## src/hdl/rtb_pkg.sv

```systemverilog
// ----------------------------------------------------------------------------
// rtb_pkg
// Shared sizes, operation codes and transaction types for the repeating
// timer bank.
// ----------------------------------------------------------------------------
package rtb_pkg;

    // bank size and derived index width
    localparam int NUM_TIMERS = 8;
    localparam int TMR_W      = (NUM_TIMERS > 1) ? $clog2(NUM_TIMERS) : 1;

    // fixed field widths
    localparam int FUNC_W = 2;
    localparam int IDX_W  = 3;
    localparam int TICK_W = 32;
    localparam int REP_W  = 8;
    localparam int EVT_W  = 16;

    // queue sizes (powers of two)
    localparam int CMDQ_DEPTH = 2;
    localparam int CMDQ_PTR_W = 1;
    localparam int OUTQ_DEPTH = 4;
    localparam int OUTQ_PTR_W = 2;

    // operation codes
    typedef enum logic [FUNC_W-1:0] {
        OP_TICK   = 2'd0,
        OP_ARM    = 2'd1,
        OP_DISARM = 2'd2
    } op_t;

    // back end sequencer states
    typedef enum logic [1:0] {
        ST_IDLE,
        ST_WALK,
        ST_FLUSH
    } back_state_t;

    // classified command held between front and back
    typedef struct packed {
        op_t               op;
        logic [TMR_W-1:0]  idx;
        logic [TICK_W-1:0] ticks;
        logic [REP_W-1:0]  reps;
        logic [EVT_W-1:0]  evt;
    } cmd_t;

    // one firing transaction
    typedef struct packed {
        logic [IDX_W-1:0] index;
        logic [EVT_W-1:0] evt;
        logic             last;
    } result_t;

    // back end status
    typedef struct packed {
        logic busy;
        logic walking;
    } back_stat_t;

endpackage

```

## src/hdl/rtb_front.sv

```systemverilog
// ----------------------------------------------------------------------------
// rtb_front
// Accepts input transactions, drops ignored ones and queues the rest as
// classified commands for the back end.
// ----------------------------------------------------------------------------
module rtb_front (
    input  logic                       clk,
    input  logic                       rst_n,
    input  logic                       push,
    output logic                       full,
    input  logic [rtb_pkg::FUNC_W-1:0] func,
    input  logic [rtb_pkg::IDX_W-1:0]  timer_index,
    input  logic [rtb_pkg::TICK_W-1:0] elapsed_ticks,
    input  logic [rtb_pkg::TICK_W-1:0] period,
    input  logic [rtb_pkg::REP_W-1:0]  repeat_count,
    input  logic [rtb_pkg::EVT_W-1:0]  event_code,
    input  logic                       cmd_pop,
    output logic                       cmd_empty,
    output rtb_pkg::cmd_t              cmd_head
);
    import rtb_pkg::*;

    cmd_t                  q_reg [CMDQ_DEPTH];
    logic [CMDQ_PTR_W-1:0] wr_ptr_reg, wr_ptr_next;
    logic [CMDQ_PTR_W-1:0] rd_ptr_reg, rd_ptr_next;
    logic [CMDQ_PTR_W:0]   count_reg, count_next;

    logic                   keep;
    logic                   wr_en;
    logic                   rd_en;
    logic [TMR_W+IDX_W-1:0] idx_ext;
    cmd_t                   cmd_in;

    // classify: func 3 and out of range arm/disarm are dropped
    always_comb
    begin
        idx_ext      = {{TMR_W{1'b0}}, timer_index};
        cmd_in.op    = op_t'(func);
        cmd_in.idx   = idx_ext[TMR_W-1:0];
        cmd_in.reps  = repeat_count;
        cmd_in.evt   = event_code;
        cmd_in.ticks = period;
        keep         = 1'b0;
        unique case (func)
            OP_TICK:
            begin
                cmd_in.ticks = elapsed_ticks;
                keep         = 1'b1;
            end
            OP_ARM, OP_DISARM:
            begin
                keep = (int'(timer_index) < NUM_TIMERS);
            end
            default:
            begin
                keep = 1'b0;
            end
        endcase
    end

    // queue control
    assign full      = (count_reg == (CMDQ_PTR_W+1)'(CMDQ_DEPTH));
    assign cmd_empty = (count_reg == '0);
    assign cmd_head  = q_reg[rd_ptr_reg];
    assign wr_en     = push && !full && keep;
    assign rd_en     = cmd_pop && !cmd_empty;

    always_comb
    begin
        wr_ptr_next = wr_ptr_reg + CMDQ_PTR_W'(wr_en);
        rd_ptr_next = rd_ptr_reg + CMDQ_PTR_W'(rd_en);
        count_next  = count_reg + (CMDQ_PTR_W+1)'(wr_en) - (CMDQ_PTR_W+1)'(rd_en);
    end

    always_ff @(posedge clk or negedge rst_n)
    begin
        if (!rst_n)
        begin
            wr_ptr_reg <= '0;
            rd_ptr_reg <= '0;
            count_reg  <= '0;
        end
        else
        begin
            wr_ptr_reg <= wr_ptr_next;
            rd_ptr_reg <= rd_ptr_next;
            count_reg  <= count_next;
        end
    end

    // queue storage
    always_ff @(posedge clk)
    begin
        if (wr_en)
        begin
            q_reg[wr_ptr_reg] <= cmd_in;
        end
    end

endmodule

```

## src/hdl/rtb_back.sv

```systemverilog
// ----------------------------------------------------------------------------
// rtb_back
// Carries out queued commands: arm and disarm when popped, tick by walking the
// timers one per cycle unless the result queue is full; each firing is queued.
// ----------------------------------------------------------------------------
module rtb_back (
    input  logic                clk,
    input  logic                rst_n,
    input  logic                cmd_empty,
    input  rtb_pkg::cmd_t       cmd_head,
    output logic                cmd_pop,
    input  logic                res_full,
    output logic                res_push,
    output rtb_pkg::result_t    res_data,
    output rtb_pkg::back_stat_t stat
);
    import rtb_pkg::*;

    localparam logic [TMR_W-1:0] LAST_PTR = TMR_W'(NUM_TIMERS - 1);

    // timer entries
    logic              active_reg [NUM_TIMERS];
    logic [TICK_W-1:0] reload_reg [NUM_TIMERS];
    logic [TICK_W-1:0] remain_reg [NUM_TIMERS];
    logic [REP_W-1:0]  reps_reg   [NUM_TIMERS];
    logic [EVT_W-1:0]  evt_reg    [NUM_TIMERS];

    back_state_t       state_reg, state_next;
    logic [TMR_W-1:0]  ptr_reg, ptr_next;
    logic [TICK_W-1:0] elapsed_reg, elapsed_next;
    logic              pend_valid_reg, pend_valid_next;
    logic [TMR_W-1:0]  pend_idx_reg, pend_idx_next;
    logic [EVT_W-1:0]  pend_evt_reg, pend_evt_next;

    logic              arm_we;
    logic              tick_we;
    logic [TICK_W-1:0] remain_wdata;
    logic [REP_W-1:0]  reps_wdata;
    logic              act_we;
    logic [TMR_W-1:0]  act_addr;
    logic              act_val;

    logic              cur_active;
    logic [TICK_W-1:0] cur_remain;
    logic [REP_W-1:0]  cur_reps;
    logic              fire;
    logic [TMR_W+IDX_W-1:0] pend_idx_ext;

    assign cur_active   = active_reg[ptr_reg];
    assign cur_remain   = remain_reg[ptr_reg];
    assign cur_reps     = reps_reg[ptr_reg];
    assign fire         = (cur_remain <= elapsed_reg);
    assign pend_idx_ext = {{IDX_W{1'b0}}, pend_idx_reg};

    assign stat.busy    = (state_reg != ST_IDLE);
    assign stat.walking = (state_reg == ST_WALK);

    // state register
    always_ff @(posedge clk or negedge rst_n)
    begin
        if (!rst_n)
        begin
            state_reg      <= ST_IDLE;
            ptr_reg        <= '0;
            pend_valid_reg <= 1'b0;
        end
        else
        begin
            state_reg      <= state_next;
            ptr_reg        <= ptr_next;
            pend_valid_reg <= pend_valid_next;
        end
    end

    // payload registers
    always_ff @(posedge clk)
    begin
        elapsed_reg  <= elapsed_next;
        pend_idx_reg <= pend_idx_next;
        pend_evt_reg <= pend_evt_next;
    end

    // next state and outputs
    always_comb
    begin
        state_next      = state_reg;
        ptr_next        = ptr_reg;
        elapsed_next    = elapsed_reg;
        pend_valid_next = pend_valid_reg;
        pend_idx_next   = pend_idx_reg;
        pend_evt_next   = pend_evt_reg;
        cmd_pop         = 1'b0;
        res_push        = 1'b0;
        res_data.index  = pend_idx_ext[IDX_W-1:0];
        res_data.evt    = pend_evt_reg;
        res_data.last   = 1'b0;
        arm_we          = 1'b0;
        tick_we         = 1'b0;
        remain_wdata    = cur_remain - elapsed_reg;
        reps_wdata      = cur_reps;
        act_we          = 1'b0;
        act_addr        = cmd_head.idx;
        act_val         = 1'b0;

        unique case (state_reg)
            ST_IDLE:
            begin
                if (!cmd_empty)
                begin
                    cmd_pop = 1'b1;
                    case (cmd_head.op)
                        OP_ARM:
                        begin
                            arm_we  = 1'b1;
                            act_we  = 1'b1;
                            act_val = 1'b1;
                        end
                        OP_DISARM:
                        begin
                            act_we  = 1'b1;
                            act_val = 1'b0;
                        end
                        OP_TICK:
                        begin
                            elapsed_next = cmd_head.ticks;
                            ptr_next     = '0;
                            state_next   = ST_WALK;
                        end
                        default:
                        begin
                        end
                    endcase
                end
            end
            ST_WALK:
            begin
                // one timer per cycle, held while the result queue is full
                if (!res_full)
                begin
                    if (cur_active)
                    begin
                        tick_we = 1'b1;
                        if (fire)
                        begin
                            // earlier firing is now known not to be the last
                            res_push        = pend_valid_reg;
                            pend_valid_next = 1'b1;
                            pend_idx_next   = ptr_reg;
                            pend_evt_next   = evt_reg[ptr_reg];
                            remain_wdata    = reload_reg[ptr_reg];
                            if (cur_reps != '0)
                            begin
                                reps_wdata = cur_reps - REP_W'(1);
                                if (cur_reps == REP_W'(1))
                                begin
                                    act_we   = 1'b1;
                                    act_addr = ptr_reg;
                                    act_val  = 1'b0;
                                end
                            end
                        end
                    end
                    if (ptr_reg == LAST_PTR)
                    begin
                        state_next = pend_valid_next ? ST_FLUSH : ST_IDLE;
                    end
                    else
                    begin
                        ptr_next = ptr_reg + TMR_W'(1);
                    end
                end
            end
            ST_FLUSH:
            begin
                // final firing of this tick
                if (!res_full)
                begin
                    res_push        = 1'b1;
                    res_data.last   = 1'b1;
                    pend_valid_next = 1'b0;
                    state_next      = ST_IDLE;
                end
            end
            default:
            begin
                state_next = ST_IDLE;
            end
        endcase
    end

    // active flags
    always_ff @(posedge clk or negedge rst_n)
    begin
        if (!rst_n)
        begin
            for (int i = 0; i < NUM_TIMERS; i++)
            begin
                active_reg[i] <= 1'b0;
            end
        end
        else if (act_we)
        begin
            active_reg[act_addr] <= act_val;
        end
    end

    // entry storage
    always_ff @(posedge clk)
    begin
        if (arm_we)
        begin
            reload_reg[cmd_head.idx] <= cmd_head.ticks;
            remain_reg[cmd_head.idx] <= cmd_head.ticks;
            reps_reg[cmd_head.idx]   <= cmd_head.reps;
            evt_reg[cmd_head.idx]    <= cmd_head.evt;
        end
        else if (tick_we)
        begin
            remain_reg[ptr_reg] <= remain_wdata;
            reps_reg[ptr_reg]   <= reps_wdata;
        end
    end

endmodule

```

## src/hdl/rtb_out_queue.sv

```systemverilog
// ----------------------------------------------------------------------------
// rtb_out_queue
// Result queue between the back end and the output ports.
// ----------------------------------------------------------------------------
module rtb_out_queue (
    input  logic                      clk,
    input  logic                      rst_n,
    input  logic                      res_push,
    input  rtb_pkg::result_t          res_data,
    output logic                      res_full,
    output logic                      empty,
    input  logic                      pop,
    output logic [rtb_pkg::IDX_W-1:0] fired_index,
    output logic [rtb_pkg::EVT_W-1:0] fired_event,
    output logic                      last
);
    import rtb_pkg::*;

    result_t               q_reg [OUTQ_DEPTH];
    logic [OUTQ_PTR_W-1:0] wr_ptr_reg, wr_ptr_next;
    logic [OUTQ_PTR_W-1:0] rd_ptr_reg, rd_ptr_next;
    logic [OUTQ_PTR_W:0]   count_reg, count_next;
    logic                  wr_en;
    logic                  rd_en;
    result_t               head;

    // queue control
    assign res_full    = (count_reg == (OUTQ_PTR_W+1)'(OUTQ_DEPTH));
    assign empty       = (count_reg == '0);
    assign wr_en       = res_push && !res_full;
    assign rd_en       = pop && !empty;
    assign head        = q_reg[rd_ptr_reg];
    assign fired_index = head.index;
    assign fired_event = head.evt;
    assign last        = head.last;

    always_comb
    begin
        wr_ptr_next = wr_ptr_reg + OUTQ_PTR_W'(wr_en);
        rd_ptr_next = rd_ptr_reg + OUTQ_PTR_W'(rd_en);
        count_next  = count_reg + (OUTQ_PTR_W+1)'(wr_en) - (OUTQ_PTR_W+1)'(rd_en);
    end

    always_ff @(posedge clk or negedge rst_n)
    begin
        if (!rst_n)
        begin
            wr_ptr_reg <= '0;
            rd_ptr_reg <= '0;
            count_reg  <= '0;
        end
        else
        begin
            wr_ptr_reg <= wr_ptr_next;
            rd_ptr_reg <= rd_ptr_next;
            count_reg  <= count_next;
        end
    end

    // queue storage
    always_ff @(posedge clk)
    begin
        if (wr_en)
        begin
            q_reg[wr_ptr_reg] <= res_data;
        end
    end

endmodule

```

## src/hdl/repeating_timer_bank.sv

```systemverilog
// ----------------------------------------------------------------------------
// repeating_timer_bank
// Arm and disarm are carried out as the back end pops them; a tick walks the
// timers one per cycle while the result queue has room, then issues its final
// firing from a flush state when the walk found any firing timer.
// The back end takes the next command only after a tick's walk and flush end;
// the front queue can still accept commands while a tick is being walked.
// Reset clears all timers to inactive and empties both queues.
// ----------------------------------------------------------------------------
module repeating_timer_bank (
    input  logic                       clk,
    input  logic                       rst_n,
    input  logic                       push,
    output logic                       full,
    input  logic [rtb_pkg::FUNC_W-1:0] func,
    input  logic [rtb_pkg::IDX_W-1:0]  timer_index,
    input  logic [rtb_pkg::TICK_W-1:0] elapsed_ticks,
    input  logic [rtb_pkg::TICK_W-1:0] period,
    input  logic [rtb_pkg::REP_W-1:0]  repeat_count,
    input  logic [rtb_pkg::EVT_W-1:0]  event_code,
    output logic                       empty,
    input  logic                       pop,
    output logic [rtb_pkg::IDX_W-1:0]  fired_index,
    output logic [rtb_pkg::EVT_W-1:0]  fired_event,
    output logic                       last
);
    import rtb_pkg::*;

    logic       cmd_pop;
    logic       cmd_empty;
    cmd_t       cmd_head;
    logic       res_push;
    logic       res_full;
    result_t    res_data;
    back_stat_t stat;

    // front: accept and classify
    rtb_front u_front (
        .clk           (clk),
        .rst_n         (rst_n),
        .push          (push),
        .full          (full),
        .func          (func),
        .timer_index   (timer_index),
        .elapsed_ticks (elapsed_ticks),
        .period        (period),
        .repeat_count  (repeat_count),
        .event_code    (event_code),
        .cmd_pop       (cmd_pop),
        .cmd_empty     (cmd_empty),
        .cmd_head      (cmd_head)
    );

    // back: execute commands and walk timers
    rtb_back u_back (
        .clk       (clk),
        .rst_n     (rst_n),
        .cmd_empty (cmd_empty),
        .cmd_head  (cmd_head),
        .cmd_pop   (cmd_pop),
        .res_full  (res_full),
        .res_push  (res_push),
        .res_data  (res_data),
        .stat      (stat)
    );

    // result queue
    rtb_out_queue u_out_queue (
        .clk         (clk),
        .rst_n       (rst_n),
        .res_push    (res_push),
        .res_data    (res_data),
        .res_full    (res_full),
        .empty       (empty),
        .pop         (pop),
        .fired_index (fired_index),
        .fired_event (fired_event),
        .last        (last)
    );

    // no firing transaction is lost to a full result queue
    a_push_has_room: assert property (@(posedge clk) disable iff (!rst_n)
        res_push |-> !res_full)
        else $error("result pushed into full queue");

    // back end only pops commands that exist
    a_pop_not_empty: assert property (@(posedge clk) disable iff (!rst_n)
        cmd_pop |-> !cmd_empty)
        else $error("command popped from empty queue");

    // a tick command starts a walk
    a_tick_walks: assert property (@(posedge clk) disable iff (!rst_n)
        (cmd_pop && (cmd_head.op == OP_TICK)) |=> stat.walking)
        else $error("tick did not start a walk");

    // results are only produced during a tick
    a_idle_quiet: assert property (@(posedge clk) disable iff (!rst_n)
        !stat.busy |-> !res_push)
        else $error("result pushed while idle");

endmodule
```

## config.mk

```make
export PLATFORM = sky130hd
export DESIGN_NAME = repeating_timer_bank
export DESIGN_NICKNAME = d
export VERILOG_FILES = /design/src/hdl/rtb_pkg.sv /design/src/hdl/rtb_front.sv /design/src/hdl/rtb_back.sv /design/src/hdl/rtb_out_queue.sv /design/src/hdl/repeating_timer_bank.sv
export SDC_FILE = /design/constraint.sdc
export NUM_CORES = 1
export LEC_CHECK = 0
export ABC_CLOCK_PERIOD_IN_PS = 8400
export BUFFER_PORTS_ARGS = -buffer_cell sky130_fd_sc_hd__buf_2
export CORE_ASPECT_RATIO = 1.75
export CORE_UTILIZATION = 62
export CTS_BUF_LIST = sky130_fd_sc_hd__clkbuf_8
export DETAILED_ROUTE_END_ITERATION = 7
export PLACE_DENSITY_LB_ADDON = 0.12
export SYNTH_ARGS = -nofsm -noshare
export SYNTH_HDL_FRONTEND = slang
export SYNTH_HIERARCHICAL = 1
export SYNTH_SLANG_ARGS = --single-unit
```

## constraint.sdc

```tcl
create_clock -name clk -period 8.4 [get_ports clk]
set_input_delay 0 -clock clk [delete_from_list [all_inputs] [get_ports clk]]
set_output_delay 0 -clock clk [all_outputs]
set_load 0.05 [all_outputs]
```

==> summary.md <==
| Metric | Value |
|---|---|
| Async set-or-reset flop fraction in the synthesized netlist | roughly 2.5% |
| Number of flops mapped to enable cells by yosys | 957 |
| Total length of routed wires | 85400 um |
| Post-synthesis register bit count | around 980 |
| Row count | 123 |
| Total iterations of the first detailed-routing run | 7 |
| M1 WL | between 30000 and 40000 um |
| Count of antenna-violating nets left after detailed routing | 0 |
| Wire length of the first global-routing pass | 130000 um |
| Clk buf depth | 3 |
| CTS tree | built |
| Die Wd | around 190 um |
| Worst Path Arrival | 6.96 ns |
| Max_cap viols | 0 |
| Die ar. | 66200 um2 |
| Critical path type | reg -> reg |
| Total clock buffers created by CTS | 135 |
| Proportion of power drawn by combinational gates | 33.7% |
| Count of synthesis-stage warnings from yosys | 6 |
| Number of inserted filler cells in the final layout | 3996 |
| Global routing usage summed across all routing layers | between 20% and 30% |
| Max_slew headroom | 28.3% |
| Switching part of the total power | 33.9% |
| Number of antenna violations at the first check in global routing | 1 |
| Nets in the synthesized netlist | 2243 |
| Buffer count from post-CTS setup fixing | 0 |
| Type of element capturing the critical path | flip-flop |
| Initial standard-cell utilization of the core | 62.8% |
| DRC violations left | 0 |
| Pins over their slew limit | 0 |
| Cell Area, Synth | 40400 um2 |
| Setup violations, final | 0 |
| Length of routed met3 wiring | 4560 um |
| Most common library cell in the layout ignoring fill and taps | edfxtp_1 |
| Sequential standard cell area | 29400 um2 |
| Vias in the first global route | 22300 |
| Tot Pwr | about 15 mW |
| Worst-skew pair later-pin latency | 0.76 ns |
| Clock share of power | 22.1% |
| Clock slew at the register clock pins of the worst setup and hold paths | 0.06 ns |
| Main synth FF type | edfxtp_1 |
| Die span in y | 340 um |
| Startpoint kind of the worst setup timing path | flip-flop |
| Placer Congestion | roughly 0.90 |
| Setup TNS | 0 ns |
| Synthesized instance count | 2096 |
| Footprint of the multi-input gates | 10400 um2 |
| Routed vias | ~21000 |
| Internal power of the cells | slightly above 10 mW |
| Area growth, synth to finish | 13.2% |
| GRT overflow | 0 |
| Layout Nets | 2571 |
| Critical path peak fanout | 32 |
| Final critical-path required period | 6.35 ns |
| Top-level I/O count | 119 |
| Clock root buffer | clkbuf_8 |
| Area inside the core boundary | 64300 um2 |
| Outcome | complete, no violations |
| Setup repair after global routing missed its margin | no |
| Final cycle utilization of the critical path | between 70% and 80% |
| Cell Pwr Density | 333 nW/um2 |
| Fraction of final layout cells sized beyond drive strength 1 | 28.3% |
| Top Layer Used | met4 |
| Yosys cell types | 77 |
| Hold crit path type | in -> reg |
| Portion of the post-synthesis area used by sequential elements | around 73% |
| Commonest cells after routing, fill and taps aside | 957 x edfxtp_1, 198 x mux4_2, 136 x clkbuf_8, 130 x mux2_2, 123 x dlygate4sd3_1 |
| Power dissipated by switching net loads | 5.15 mW |
| Starting DRC count in detailed routing | 1681 |
| Average wire per standard cell | ~26 um |
| Detailed placement HPWL | ~52000 um |
| Part of the total power dissipated in sequential elements | roughly 44% |
| Register-to-register setup slack | 2.05 ns |
| Port Buf Inserts | around 120 |
| Met2 Wirelength | 44700 um |
| Required time at the worst-slack endpoint | 9.01 ns |
| Final Hold Vio Count | 0 |
| Max Clk Rate | 0.157 GHz |
| Clock sink count | ~1000 |
| Worst vdd rail ir drop | 0.272 mV |
| Routed via count divided by cell count | a little over 6 |
| Measured slew at the worst slew-check pin | 1.08 ns |
| Post-route clock skew | 0.0333 ns |
| Number of H-tree levels | 4 |
| Static leakage | between 15 and 20 nW |
| Largest net degree at the start of global routing | 69 |
| Synthesized area per cell | 19.3 um2 |
==> path summary, 6_finish.rpt <==
kind,startpoint,to,cells after the start
worst max register to register,u_back/ptr_reg[0],u_out_queue/count_reg[2],20
worst min-delay path,repeat_count[0],u_front/q_reg[1][16],2
max in group asynchronous,rst_n,u_back/ptr_reg[2],4
worst min register to register,u_back/active_reg[1],u_back/active_reg[1],1
min in group asynchronous,rst_n,u_back/active_reg[1],4
worst max-delay path,u_back/ptr_reg[0],u_out_queue/count_reg[2],20
==> power by group through the flow <==
stage | logic [mW] | registers, mW | clock network [mW]
final | 5.12 | 6.73 | 3.36
after global placement | 4.93 | 6.81 | 0
after global routing | 5.52 | 6.78 | 3.63
after floorplan | 3.83 | 6.62 | 0
after CTS | 5.11 | 6.74 | 3.44
after detailed placement | 5.04 | 6.84 | 0
==> what timing repair did <==
| action | 4_1_cts | 5_1_grt |
|---|---|---|
| endpoints found under the hold margin | 154 | 0 |
| gates resized for setup | 0 | 0 |
| hold buffers | 124 | 0 |
==> worst max-delay path, stage by stage (launching register included) <==
cell and delay (ns):
dfrtp_4 0.83, buf_4 0.65, buf_4 0.49, mux4_2 0.55, mux2_2 0.30, ha_1 0.34, o21ai_0 0.14, nand2_1 0.11
o21ai_0 0.23, o31a_1 0.37, o221ai_4 0.19, inv_2 0.10, a21oi_1 0.07, nor2b_1 0.40, mux2i_1 0.14, a221oi_1 0.31
ha_1 0.19, inv_1 0.05, fa_1 0.40, xnor2_1 0.15, xnor2_1 0.14
==> cell type report <==
type                       instances  share of cell area, %
timing repair buffer             287                   4.77
sequential                       982                   64.3
multi-input combinational        960                   22.8
clock buffer                     136                   4.10
clock inverter                   104                   1.31
inverter                          58                  0.476
antenna                            2                 0.0110
tap                              812                   2.22
==> cell families (layout without fill, tap and decap cells) <==
group / Yosys count / count (layout) / share of synthesized area [%]
AO/OA/AOI/OAI: 197 / 197 / 3.18
XOR/XNOR: 32 / 32 / 0.694
adder cells (fa/ha/maj): 50 / 50 / 1.59
buffers and inverters: 154 / 585 / 1.82
flip-flops: 982 / 982 / 72.7
multiplexers: 388 / 388 / 16.4
other: 0 / 2 / 0
AND/OR/NAND/NOR: 293 / 293 / 3.64
==> through the flow <==
stage | utilization, % | worst slack, ns | cells | hold WS, ns | cell area, um2
2_1_floorplan | - | 1.23 | 2096 | -0.296 | 40400
3_3_place_gp | 65.2 | 2.04 | 2975 | 0.0468 | 42000
3_5_place_dp | 65.2 | 1.90 | 2975 | 0.0674 | 42000
4_1_cts | 71.0 | 1.90 | 3339 | 0.00431 | 45700
5_1_grt | 71.0 | 1.43 | 3340 | 0.00929 | 45700
6_report | 71.0 | 2.05 | 3341 | 0.0472 | 45700
==> metal layers <==
metal / vias to the layer above / track usage, %
met5: - / 0
met4: 0 / 10.2
met3: 165 / 3.76
met2: 751 / 46.4
met1: 10800 / 34.5
li1: 9140 / -
==> synthesized netlist by cell type, types with 10 or more instances <==
| cell | number | share of area, % |
|---|---|---|
| o211ai_1 | 12 | 0.22 |
| nor3_1 | 27 | 0.33 |
| mux4_2 | 198 | 11 |
| buf_6 | 15 | 0.42 |
| clkbuf_1 | 40 | 0.37 |
| a21oi_1 | 50 | 0.62 |
| xor2_1 | 13 | 0.28 |
| dfrtp_1 | 25 | 1.5 |
| nand3_1 | 16 | 0.20 |
| o31ai_1 | 10 | 0.19 |
| nor2_1 | 74 | 0.69 |
| and3_1 | 12 | 0.19 |
| a31oi_1 | 13 | 0.20 |
| o21ai_0 | 41 | 0.51 |
| a211oi_1 | 13 | 0.24 |
| mux2i_1 | 36 | 0.89 |
| nor2b_1 | 20 | 0.31 |
| nand4_1 | 11 | 0.17 |
| xnor2_1 | 19 | 0.41 |
| ha_1 | 48 | 1.5 |
| mux2_2 | 130 | 3.6 |
| edfxtp_1 | 957 | 71 |
| mux2_1 | 13 | 0.36 |
| buf_2 | 34 | 0.42 |
| mux2_4 | 10 | 0.37 |
| nand2b_1 | 10 | 0.15 |
| nand2_1 | 84 | 0.78 |
| inv_1 | 56 | 0.52 |
Power figures use the tool's default switching activity.
